[src/hdl/pbsso_pkg.sv]
package pbsso_pkg;

  localparam int PHASE_BITS_DEF  = 32;
  localparam int SAMPLE_BITS_DEF = 16;

  localparam int PITCH_W   = 19;
  localparam int SR_W      = 18;
  localparam int OCT_W     = 2;
  localparam int LVL_W     = 17;
  localparam int GAIN_W    = LVL_W + 1;
  localparam int CFG_W     = 18;
  localparam int CFG_IDX_W = 2;
  localparam int Q16_SHIFT = 16;

  // register indexes on the configuration port
  localparam logic [CFG_IDX_W-1:0] REG_SAMPLE_RATE = 2'd0;
  localparam logic [CFG_IDX_W-1:0] REG_OCTAVE      = 2'd1;
  localparam logic [CFG_IDX_W-1:0] REG_BYP_TARGET  = 2'd2;
  localparam logic [CFG_IDX_W-1:0] REG_BYP_SMOOTH  = 2'd3;

  localparam logic [SR_W-1:0]  SR_RESET  = 18'd44100;
  localparam logic [OCT_W-1:0] OCT_RESET = 2'd1;
  localparam logic [LVL_W-1:0] Q16_ONE   = 17'd65536;

endpackage

[src/hdl/polyblep_sub_square_oscillator_top.sv]
// Sub-octave square oscillator with PolyBLEP edge smoothing and a smoothed
// bypass fade.
// Input channel: in_valid / in_stall carry one pitch (1/16 Hz) per beat;
// each beat is one audio sample tick. Output channel: out_valid / out_stall
// carry one signed sample (SAMPLE_BITS wide, saturated) per input beat.
// Configuration: cfg_we writes cfg_wdata into the register at cfg_idx
// (sample rate, octave shift, bypass target, bypass smoothing); write only
// while no sample is in flight.
// Timing: one item at a time. The phase step comes out of a bit-serial
// restoring divider, one numerator bit per cycle; both edge ratios then
// run on two bit-serial dividers side by side, followed by the squaring,
// mix and output steps.
// The result sits in an output register: a new pitch is taken while it waits,
// and a finished sample holds in the last step until that register frees up.
// Reset: phase and bypass level clear, registers return to 44100 Hz, one
// octave down, target 0, smoothing 1.0; the output channel goes empty.
module polyblep_sub_square_oscillator_top #(
  parameter int PHASE_BITS  = pbsso_pkg::PHASE_BITS_DEF,
  parameter int SAMPLE_BITS = pbsso_pkg::SAMPLE_BITS_DEF
) (
  input  logic                               clk,
  input  logic                               rst_n,
  input  logic                               cfg_we,
  input  logic [pbsso_pkg::CFG_IDX_W-1:0]    cfg_idx,
  input  logic [pbsso_pkg::CFG_W-1:0]        cfg_wdata,
  input  logic                               in_valid,
  output logic                               in_stall,
  input  logic [pbsso_pkg::PITCH_W-1:0]      in_pitch_freq,
  output logic                               out_valid,
  input  logic                               out_stall,
  output logic signed [SAMPLE_BITS-1:0]      out_sample_out
);
  import pbsso_pkg::*;

  localparam int F      = SAMPLE_BITS - 1;
  localparam int NW     = PITCH_W + PHASE_BITS - 5;
  localparam int CNT_W  = $clog2(NW + 1);
  localparam int SH_ONE = PHASE_BITS - 5;
  localparam int SH_TWO = PHASE_BITS - 6;
  localparam int OW     = SAMPLE_BITS + 2;
  localparam int PW2    = OW + GAIN_W;
  localparam int BW     = 2 * GAIN_W;

  localparam logic [PHASE_BITS:0]      ONE_P1 = {1'b1, {PHASE_BITS{1'b0}}};
  localparam logic [F:0]               D_ONE  = {1'b1, {F{1'b0}}};
  localparam logic signed [OW-1:0]     S_POS  = {2'b00, 1'b1, {F{1'b0}}};
  localparam logic signed [PW2-1:0]    LIM    = {{(PW2-F){1'b0}}, {F{1'b1}}};
  localparam logic signed [PW2-1:0]    NLIM   = -LIM;
  localparam logic signed [PW2-1:0]    RND    = {{(PW2-Q16_SHIFT){1'b0}}, 1'b1,
                                                 {(Q16_SHIFT-1){1'b0}}};
  localparam logic signed [BW-1:0]     BRND   = {{(BW-Q16_SHIFT){1'b0}}, 1'b1,
                                                 {(Q16_SHIFT-1){1'b0}}};

  localparam logic [2:0] S_IDLE  = 3'd0;
  localparam logic [2:0] S_DIV   = 3'd1;
  localparam logic [2:0] S_SETUP = 3'd2;
  localparam logic [2:0] S_EDGE  = 3'd3;
  localparam logic [2:0] S_SQ    = 3'd4;
  localparam logic [2:0] S_MIX   = 3'd5;
  localparam logic [2:0] S_OUT   = 3'd6;

  // configuration
  logic [SR_W-1:0]  sr_r;
  logic [OCT_W-1:0] oct_r;
  logic [LVL_W-1:0] tgt_r, sm_r;

  // control and state
  logic [2:0]             state_r, state_nxt;
  logic [CNT_W-1:0]       cnt_r, cnt_nxt;
  logic [PHASE_BITS-1:0]  phase_r, phase_nxt;
  logic [LVL_W-1:0]       level_r, level_nxt;
  logic                   out_valid_r, out_valid_nxt;

  // phase-step divider
  logic [NW-1:0]          nsh_r, nsh_nxt;
  logic [SR_W-1:0]        drem_r, drem_nxt;
  logic [PHASE_BITS-1:0]  quo_r, quo_nxt;
  logic                   ovf_r, ovf_nxt;

  // edge lanes: lane 0 at phase, lane 1 at phase plus half a cycle
  logic [PHASE_BITS-1:0]  erem_r [2];
  logic [PHASE_BITS-1:0]  erem_nxt [2];
  logic [F-1:0]           rq_r [2];
  logic [F-1:0]           rq_nxt [2];
  logic                   rise_r [2];
  logic                   rise_nxt [2];
  logic                   fall_r [2];
  logic                   fall_nxt [2];
  logic [F:0]             sq_r [2];
  logic [F:0]             sq_nxt [2];

  logic                   half_r, half_nxt;
  logic signed [BW-1:0]   byp_r, byp_nxt;
  logic signed [PW2-1:0]  mix_r, mix_nxt;
  logic signed [SAMPLE_BITS-1:0] out_r, out_nxt;

  // combinational helpers
  logic                   in_acc;
  logic [SR_W-1:0]        sr_eff;
  logic [SR_W:0]          dtrial, dsub;
  logic                   dge;
  logic [LVL_W-1:0]       tgt_c, sm_c;
  logic signed [GAIN_W-1:0] diff, smv, gain;
  logic signed [BW-1:0]   byp_prod, byp_step;
  logic [PHASE_BITS-1:0]  dt_sat;
  logic [PHASE_BITS-1:0]  tl [2];
  logic [PHASE_BITS:0]    tsum [2];
  logic                   rise_set [2];
  logic                   fall_set [2];
  logic [PHASE_BITS-1:0]  num_set [2];
  logic [PHASE_BITS:0]    etrial [2];
  logic [PHASE_BITS:0]    esub [2];
  logic                   ege [2];
  logic [F:0]             dd_in [2];
  logic [2*F+1:0]         dd [2];
  logic signed [OW-1:0]   term [2];
  logic signed [OW-1:0]   osc;
  logic signed [PW2-1:0]  mix_prod, rnd, sat;

  assign in_stall       = (state_r != S_IDLE);
  assign in_acc         = in_valid && !in_stall;
  assign out_valid      = out_valid_r;
  assign out_sample_out = out_r;

  // phase-step divider datapath
  assign sr_eff = (sr_r == '0) ? SR_W'(1) : sr_r;
  assign dtrial = {drem_r, nsh_r[NW-1]};
  assign dsub   = dtrial - {1'b0, sr_eff};
  assign dge    = (dtrial >= {1'b0, sr_eff});
  assign dt_sat = ovf_r ? {PHASE_BITS{1'b1}} : quo_r;

  // bypass smoothing
  assign tgt_c    = (tgt_r > Q16_ONE) ? Q16_ONE : tgt_r;
  assign sm_c     = (sm_r > Q16_ONE) ? Q16_ONE : sm_r;
  assign diff     = $signed({1'b0, tgt_c}) - $signed({1'b0, level_r});
  assign smv      = $signed({1'b0, sm_c});
  assign byp_prod = diff * smv;
  assign byp_step = (byp_r + BRND) >>> Q16_SHIFT;

  // mix and output scaling
  assign gain     = $signed({1'b0, Q16_ONE - level_r});
  assign osc      = (half_r ? -S_POS : S_POS) + term[0] - term[1];
  assign mix_prod = osc * gain;
  assign rnd      = (mix_r + RND) >>> Q16_SHIFT;
  assign sat      = (rnd > LIM) ? LIM : ((rnd < NLIM) ? NLIM : rnd);

  always_comb begin
    tl[0] = phase_r;
    tl[1] = {~phase_r[PHASE_BITS-1], phase_r[PHASE_BITS-2:0]};
    for (int i = 0; i < 2; i++) begin
      tsum[i]     = {1'b0, tl[i]} + {1'b0, dt_sat};
      rise_set[i] = (tl[i] < dt_sat);
      fall_set[i] = !rise_set[i] && (tsum[i] > ONE_P1);
      if (rise_set[i]) begin
        num_set[i] = tl[i];
      end else if (fall_set[i]) begin
        num_set[i] = PHASE_BITS'(ONE_P1 - {1'b0, tl[i]});
      end else begin
        num_set[i] = '0;
      end
      etrial[i] = {erem_r[i], 1'b0};
      esub[i]   = etrial[i] - {1'b0, quo_r};
      ege[i]    = (etrial[i] >= {1'b0, quo_r});
      dd_in[i]  = D_ONE - {1'b0, rq_r[i]};
      dd[i]     = dd_in[i] * dd_in[i];
      if (rise_r[i]) begin
        term[i] = -$signed({2'b00, sq_r[i]});
      end else if (fall_r[i]) begin
        term[i] = $signed({2'b00, sq_r[i]});
      end else begin
        term[i] = '0;
      end
    end
  end

  always_comb begin
    state_nxt     = state_r;
    cnt_nxt       = cnt_r;
    phase_nxt     = phase_r;
    level_nxt     = level_r;
    nsh_nxt       = nsh_r;
    drem_nxt      = drem_r;
    quo_nxt       = quo_r;
    ovf_nxt       = ovf_r;
    half_nxt      = half_r;
    byp_nxt       = byp_r;
    mix_nxt       = mix_r;
    out_nxt       = out_r;
    out_valid_nxt = out_valid_r && out_stall;
    for (int i = 0; i < 2; i++) begin
      erem_nxt[i] = erem_r[i];
      rq_nxt[i]   = rq_r[i];
      rise_nxt[i] = rise_r[i];
      fall_nxt[i] = fall_r[i];
      sq_nxt[i]   = sq_r[i];
    end
    case (state_r)
      S_IDLE: begin
        if (in_acc) begin
          nsh_nxt   = oct_r[1] ? (NW'(in_pitch_freq) << SH_TWO)
                               : (NW'(in_pitch_freq) << SH_ONE);
          drem_nxt  = '0;
          quo_nxt   = '0;
          ovf_nxt   = 1'b0;
          cnt_nxt   = '0;
          state_nxt = S_DIV;
        end
      end
      S_DIV: begin
        // one numerator bit per cycle; set quotient bits shifted past the top mean saturation
        nsh_nxt  = nsh_r << 1;
        drem_nxt = dge ? dsub[SR_W-1:0] : dtrial[SR_W-1:0];
        quo_nxt  = {quo_r[PHASE_BITS-2:0], dge};
        ovf_nxt  = ovf_r | quo_r[PHASE_BITS-1];
        byp_nxt  = byp_prod;
        if (cnt_r == CNT_W'(NW - 1)) begin
          state_nxt = S_SETUP;
        end else begin
          cnt_nxt = cnt_r + CNT_W'(1);
        end
      end
      S_SETUP: begin
        quo_nxt   = dt_sat;
        half_nxt  = phase_r[PHASE_BITS-1];
        level_nxt = level_r + byp_step[LVL_W-1:0];
        cnt_nxt   = '0;
        for (int i = 0; i < 2; i++) begin
          erem_nxt[i] = num_set[i];
          rise_nxt[i] = rise_set[i];
          fall_nxt[i] = fall_set[i];
        end
        state_nxt = S_EDGE;
      end
      S_EDGE: begin
        for (int i = 0; i < 2; i++) begin
          erem_nxt[i] = ege[i] ? esub[i][PHASE_BITS-1:0] : etrial[i][PHASE_BITS-1:0];
          rq_nxt[i]   = {rq_r[i][F-2:0], ege[i]};
        end
        if (cnt_r == CNT_W'(F - 1)) begin
          state_nxt = S_SQ;
        end else begin
          cnt_nxt = cnt_r + CNT_W'(1);
        end
      end
      S_SQ: begin
        for (int i = 0; i < 2; i++) begin
          sq_nxt[i] = dd[i][2*F:F];
        end
        phase_nxt = phase_r + quo_r;
        state_nxt = S_MIX;
      end
      S_MIX: begin
        mix_nxt   = mix_prod;
        state_nxt = S_OUT;
      end
      S_OUT: begin
        // hold until the output register is free or drains this cycle
        if (!out_valid_r || !out_stall) begin
          out_nxt       = sat[SAMPLE_BITS-1:0];
          out_valid_nxt = 1'b1;
          state_nxt     = S_IDLE;
        end
      end
      default: state_nxt = S_IDLE;
    endcase
  end

  always_ff @(posedge clk) begin
    if (!rst_n) begin
      sr_r        <= SR_RESET;
      oct_r       <= OCT_RESET;
      tgt_r       <= '0;
      sm_r        <= Q16_ONE;
      state_r     <= S_IDLE;
      cnt_r       <= '0;
      phase_r     <= '0;
      level_r     <= '0;
      out_valid_r <= 1'b0;
    end else begin
      if (cfg_we) begin
        case (cfg_idx)
          REG_SAMPLE_RATE: sr_r  <= cfg_wdata[SR_W-1:0];
          REG_OCTAVE:      oct_r <= cfg_wdata[OCT_W-1:0];
          REG_BYP_TARGET:  tgt_r <= cfg_wdata[LVL_W-1:0];
          REG_BYP_SMOOTH:  sm_r  <= cfg_wdata[LVL_W-1:0];
          default: ;
        endcase
      end
      state_r     <= state_nxt;
      cnt_r       <= cnt_nxt;
      phase_r     <= phase_nxt;
      level_r     <= level_nxt;
      out_valid_r <= out_valid_nxt;
    end
  end

  always_ff @(posedge clk) begin
    nsh_r  <= nsh_nxt;
    drem_r <= drem_nxt;
    quo_r  <= quo_nxt;
    ovf_r  <= ovf_nxt;
    half_r <= half_nxt;
    byp_r  <= byp_nxt;
    mix_r  <= mix_nxt;
    out_r  <= out_nxt;
    for (int i = 0; i < 2; i++) begin
      erem_r[i] <= erem_nxt[i];
      rq_r[i]   <= rq_nxt[i];
      rise_r[i] <= rise_nxt[i];
      fall_r[i] <= fall_nxt[i];
      sq_r[i]   <= sq_nxt[i];
    end
  end

  a_accept_starts_div: assert property (@(posedge clk) disable iff (!rst_n)
    in_acc |=> (state_r == S_DIV))
    else $error("accepted beat did not start the phase-step divider");

  a_phase_advance: assert property (@(posedge clk) disable iff (!rst_n)
    (state_r == S_SQ) |=> (phase_r == PHASE_BITS'($past(phase_r) + $past(quo_r))))
    else $error("phase did not advance by the step");

  a_lane0_rem: assert property (@(posedge clk) disable iff (!rst_n)
    ((state_r == S_EDGE) && (rise_r[0] || fall_r[0])) |-> (erem_r[0] < quo_r))
    else $error("edge lane 0 remainder not below the step");

  a_lane1_rem: assert property (@(posedge clk) disable iff (!rst_n)
    ((state_r == S_EDGE) && (rise_r[1] || fall_r[1])) |-> (erem_r[1] < quo_r))
    else $error("edge lane 1 remainder not below the step");

  a_out_load: assert property (@(posedge clk) disable iff (!rst_n)
    ((state_r == S_OUT) && (!out_valid_r || !out_stall)) |=>
      (out_valid_r && (state_r == S_IDLE)))
    else $error("finished sample was not loaded into the output register");

endmodule

[config.mk]
export PLATFORM = sky130hd
export DESIGN_NAME = polyblep_sub_square_oscillator_top
export DESIGN_NICKNAME = d
export VERILOG_FILES = /design/src/hdl/pbsso_pkg.sv /design/src/hdl/polyblep_sub_square_oscillator_top.sv
export SDC_FILE = /design/constraint.sdc
export NUM_CORES = 2
export LEC_CHECK = 0
export ABC_CLOCK_PERIOD_IN_PS = 31200
export BUFFER_PORTS_ARGS = -buffer_cell sky130_fd_sc_hd__buf_2
export CORE_MARGIN = 4
export CORE_UTILIZATION = 34
export CTS_CLUSTER_SIZE = 25
export DETAILED_ROUTE_END_ITERATION = 10
export PLACE_DENSITY = 0.56
export RECOVER_POWER = 25
export SETUP_SLACK_MARGIN = 0.05
export SYNTH_ARGS = -nofsm -noshare
export SYNTH_HDL_FRONTEND = slang
export SYNTH_SLANG_ARGS = --single-unit
export TNS_END_PERCENT = 5
[constraint.sdc]
create_clock -name clk -period 31.2 [get_ports clk]
set_clock_uncertainty 0.2 [all_clocks]
set_input_delay 1.56 -clock clk [delete_from_list [all_inputs] [get_ports clk]]
set_output_delay 1.56 -clock clk [all_outputs]
set_load 0.01 [all_outputs]
# After elaboration in Yosys (flattened, before gate mapping)
# Memory sizes are Yosys's and may differ from the RTL's.
# Index checks and enable logic that the tools add are counted.
# word_totals
n_memories	5
ff_bits	296
output_inout_bits	18
in_bits	44
mem_bits_rw	130
# classes
magnitude_cmp	11
muxes	42
bitwise	2
mul	4
reduce_logical	27
add_sub_neg	20
n_eq_ne	17
# memory_table
memory	words	width	rd	rd_ports_with_merged_regs	write_ports	line_no	rtl
erem_r	2	32	2	0	2	polyblep_sub_square_oscillator_top.sv:81	logic [PHASE_BITS-1:0] erem_r [2];
sq_r	2	16	2	0	2	polyblep_sub_square_oscillator_top.sv:89	logic [F:0] sq_r [2];
rq_r	2	15	2	0	2	polyblep_sub_square_oscillator_top.sv:83	logic [F-1:0] rq_r [2];
fall_r	2	1	2	0	2	polyblep_sub_square_oscillator_top.sv:87	logic fall_r [2];
rise_r	2	1	2	0	2	polyblep_sub_square_oscillator_top.sv:85	logic rise_r [2];
# op_table
cell	count
2-to-1 mux 32 bit	9
one-hot mux 64 bit (2 select lines)	1
2-to-1 mux 18 bit	6
one-hot mux 32 bit (3 select lines)	1
2-to-1 mux 46 bit	2
one-hot mux 46 bit (2 select lines)	1
adder 32 x 32 -> 33 bit	2
>= comparator 33 x 32 -> 1 bit	2
> comparator 33 bit, second input constant	2
< comparator 32 bit	2
subtractor 1 x 32 -> 32 bit, first input constant	2
subtractor 32 bit	2
multiplier 16 x 16 -> 31 bit	2
2-to-1 mux 16 bit	3
adder 36 x 17 -> 36 bit, second input constant	1
multiplier 18 x 18 -> 36 bit	1
negator 16 -> 18 bit	2
one-hot mux 18 bit (2 select lines)	1
subtractor 18 bit	2
> comparator 17 bit, second input constant	2
2-to-1 mux 17 bit	2
adder 33 x 17 -> 33 bit, second input constant	1
multiplier 18 x 18 -> 33 bit	1
adder 32 bit	1
other kinds (39)	72

# Logic depth before layout (Yosys ltp)
# depth
depth_word	7
mapped_depth	44
ltp_nobuf	41

# Worst setup path after synthesis
# Ideal clock, no wire load.
# synth_path
kind	register -> register
from	memory rise_r[0][0]
to	register mix_r[35], data pin
synth_period_minus_slack_ns	10.294
t_required_ns	30.740
setup_slack_ns	20.906
path_stages_with_launch	40
arrival_time_ns	9.834
path_cell_list	edfxtp_1 -> clkbuf_1 -> clkbuf_1 -> o21ai_0 -> ha_1 -> ha_1 -> inv_1 -> fa_1 -> nor2b_1 -> o21ai_0 -> a21boi_0 -> o21ai_0 -> nand2b_1 -> a21o_1 -> a21o_1 -> a311oi_1 -> nor4_2 -> clkbuf_1 -> [4 not listed] -> fa_1 -> fa_1 -> fa_1 -> fa_1 -> inv_1 -> fa_1 -> inv_1 -> ha_1 -> a21o_1 -> a21oi_1 -> nor2b_1 -> or3_1 -> o31ai_1 -> a21oi_1 -> o41ai_1 -> o21bai_1 -> a21oi_1 -> xnor2_1
# synth_rtl
item	line_no	rtl
start, declared	polyblep_sub_square_oscillator_top.sv:85	
end signal, assigned	polyblep_sub_square_oscillator_top.sv:304	mix_r <= mix_nxt;
end, declared	polyblep_sub_square_oscillator_top.sv:94	logic signed [PW2-1:0] mix_r, mix_nxt;

==> out/metrics.cfg <==
[finish]
regArea_um2 = 9960
synthToLayoutAreaGrowth_pct = 7.94
utilization = 0.370
final_nets = 8969
layout-drive-gt1-share = 0.0440
multi_input_area_um2 = 48700
fill_cells = 19331

[routing]
first_pass_iters = 5
ant_nets = 0
num_vias = 50632
via_per_inst = 5.10
drtIter0Drc = 3047
drc = 0
routedWlPerCell_um = 17.8
wl_um = 176000

[placed_design]
finalWeightedCongestion = 0.879
io_buffers = 61
hpwlAfterDp_um = 144000

[sta]
rsz0062_at_grt = no
slew_violations = 159
max_slew_margin = -1.66
period_share = 0.409
fmax_mhz = 78.4
setup_tns_ns = 0
hold_viol = 0
fin_crit_ns = 12.75
worst_pin_slew_ns = 3.99
setup_viol_count_final = 0

[yosys]
yosys_warnings = 0
synthFlopType = edfxtp_1
avgSynthCellArea_um2 = 8.70
syn-instance-count = 7405
async_flop_share = 0
syn-cell-area_um2 = 64400
synth_cell_types = 92
synth-edff-count = 257
yosysSeqAreaShare = 0.155
ys_ff_latch = 369

[critical_path]
crit_type = flip-flop to flip-flop
crit_buf_inv = 3
timing.rr.end = mix_r[35]
worstPathMaxFanout = 31
endpoint_kind = flip-flop
r2r-start = rise_r[0][0]
start_kind = flip-flop
r2r_slack_ns = 18.45
reg2reg_depth = 36
cp_data_required_time_ns = 31.35
slowest_stage = a211oi_1
crit_arrival_ns = 12.91
critPathTopFamily = compound AO/OA/AOI/OAI gates
slowest_delay_ns = 1.12

[floorplan]
start_util = 0.343
fp.dieH_um = 443
rows = 159
dieWidth_um = 443
design.core.area_um2 = 188000
dieArea_um2 = 196000
io_pins = 62

[grt]
grt_pass1_vias = 52275
grt-ovfl-total = 0
grt_antenna_before_repair = 5
grt_pass1_wl_um = 287000
groute.usage.overall = 0.180
grt_max_degree = 88

[clock_network]
cts_made_buffers = 47
cts.repair.resized = 0
cts.clk_slew.worst_paths_ns = 0.07
hold_buffers = 0
clkLatencyLatePin_ns = 0.65
clock-root-buffer = clkbuf_16
cts_setup_buffers = 0
h-tree-depth = 2
cts_tree = done
cts_buffer_depth = 3
clock_sinks = 369

[worst_hold_path]
hp-start = tgt_r[15]
hold_class = flip-flop to flip-flop
hold_end = tgt_r[15]
whs_path_depth = 2

[outcome]
violations = max-capacitance violations, max-slew violations
status = finished with violations

[flow_run]
cap_violations = 3

## worst min-delay path, cell delays in order (launching register included)
cell and delay, ns:
dfxtp_1 0.32, nand2_1 0.05, a21boi_0 0.06
## sequential cells by signal (all words and copies together) (netlist names), 3 cells and up
signal	flops
cnt_r	6
byp_r	18
out_sample_out	16
sr_r	18
phase_r	32
tgt_r	17
rq_r	30
level_r	17
state_r	3
sq_r	32
mix_r	21
drem_r	18
erem_r	64
sm_r	17
nsh_r	20
quo_r	32
## worst max path at each step
stage,start,to,slack [ns],cells past startpoint
after floorplan,rise_r[0][0],mix_r[35],20.91,39
after global placement,rise_r[0][0],mix_r[35],18.77,36
after detailed placement,rise_r[0][0],mix_r[35],18.53,36
after CTS,rise_r[0][0],mix_r[35],18.48,36
after global routing,rise_r[0][0],mix_r[35],17.50,36
final,rise_r[0][0],mix_r[35],18.45,36
## layer usage
| metal | vias to the layer above | track usage | share of wire |
|---|---|---|---|
| li1 | 24060 | - | - |
| met1 | 25117 | 0.248 | 0.46 |
| met2 | 1225 | 0.304 | 0.47 |
| met3 | 230 | 0.0169 | 0.045 |
| met4 | 0 | 0.0446 | 0.026 |
| met5 | - | 0 | 0 |
## cell usage after synthesis, drive strengths merged, types with 16 or more instances
| cell | number | area share |
|---|---|---|
| inv | 1303 | 0.076 |
| fa | 927 | 0.29 |
| nand2 | 780 | 0.045 |
| nor2 | 677 | 0.039 |
| ha | 605 | 0.12 |
| xnor2 | 274 | 0.037 |
| edfxtp | 257 | 0.12 |
| o21ai | 243 | 0.019 |
| a21oi | 228 | 0.018 |
| clkbuf | 216 | 0.013 |
| nor3 | 168 | 0.013 |
| nand3 | 166 | 0.013 |
| xor2 | 131 | 0.018 |
| dfxtp | 112 | 0.035 |
| and2 | 96 | 0.0093 |
| a21o | 87 | 0.010 |
| or3 | 79 | 0.0078 |
| a21boi | 76 | 0.0089 |
| nor2b | 71 | 0.0069 |
| nand2b | 70 | 0.0068 |
| mux2i | 61 | 0.0095 |
| o22ai | 54 | 0.0052 |
| a31oi | 51 | 0.0050 |
| and3 | 51 | 0.0050 |
| nand4 | 51 | 0.0050 |
| a211oi | 50 | 0.0058 |
| o21a | 48 | 0.0056 |
| nor4 | 46 | 0.0046 |
| o211ai | 39 | 0.0045 |
| o31ai | 37 | 0.0045 |
| buf | 34 | 0.0028 |
| o21bai | 34 | 0.0040 |
| or2 | 27 | 0.0026 |
| a2111oi | 19 | 0.0027 |
| o311ai | 19 | 0.0026 |
| nand3b | 18 | 0.0021 |
| a311oi | 16 | 0.0022 |
| or4 | 16 | 0.0020 |
## per-stage QoR
stage	hold slack, ns	area, um2	std cells	setup slack [ns]
6_report	0.285	69500	9928	18.45
5_1_grt	0.308	69500	9927	17.50
4_1_cts	0.287	69500	9927	18.48
3_5_place_dp	0.272	67800	9839	18.53
3_3_place_gp	0.269	67800	9839	18.77
2_1_floorplan	0.224	64500	7427	20.91
## area by class of cell
cell class	count	area share
Multi-Input combinational cell	5492	0.700
Sequential cell	369	0.143
Inverter	1316	0.0711
Tap cell	2495	0.0449
Clock buffer	60	0.0192
Timing Repair Buffer	167	0.0155
Clock inverter	28	0.00542
Antenna cell	1	0.0000360
## cells in the final DEF, fill, tap and decap left out, drive strengths merged, types with 54 or more instances in the layout
master / n
a21boi: 76
a21o: 87
a21oi: 228
and2: 96
buf: 159
clkbuf: 68
dfxtp: 112
edfxtp: 257
fa: 927
ha: 605
inv: 1308
mux2i: 61
nand2: 780
nand2b: 70
nand3: 166
nor2: 677
nor2b: 71
nor3: 168
o21ai: 243
o22ai: 54
or3: 79
xnor2: 274
xor2: 131
## cells by family (layout without fill, tap and decap cells)
group | Yosys count | count (layout) | synth area share
muxes | 69 | 69 | 0.0109
buffers and inverters | 1566 | 1571 | 0.0921
and+or+nand+nor | 2355 | 2355 | 0.168
AOI/OAI and AO/OA | 1100 | 1100 | 0.112
other | 2 | 25 | 0.000117
adders and majority gates | 1538 | 1538 | 0.407
DFF | 369 | 369 | 0.155
xor gates and xnor gates | 406 | 406 | 0.0554
Power is left out: the tool's default activity adds up to more than one toggle a clock period on the data nets, which glitch-free logic cannot reach.
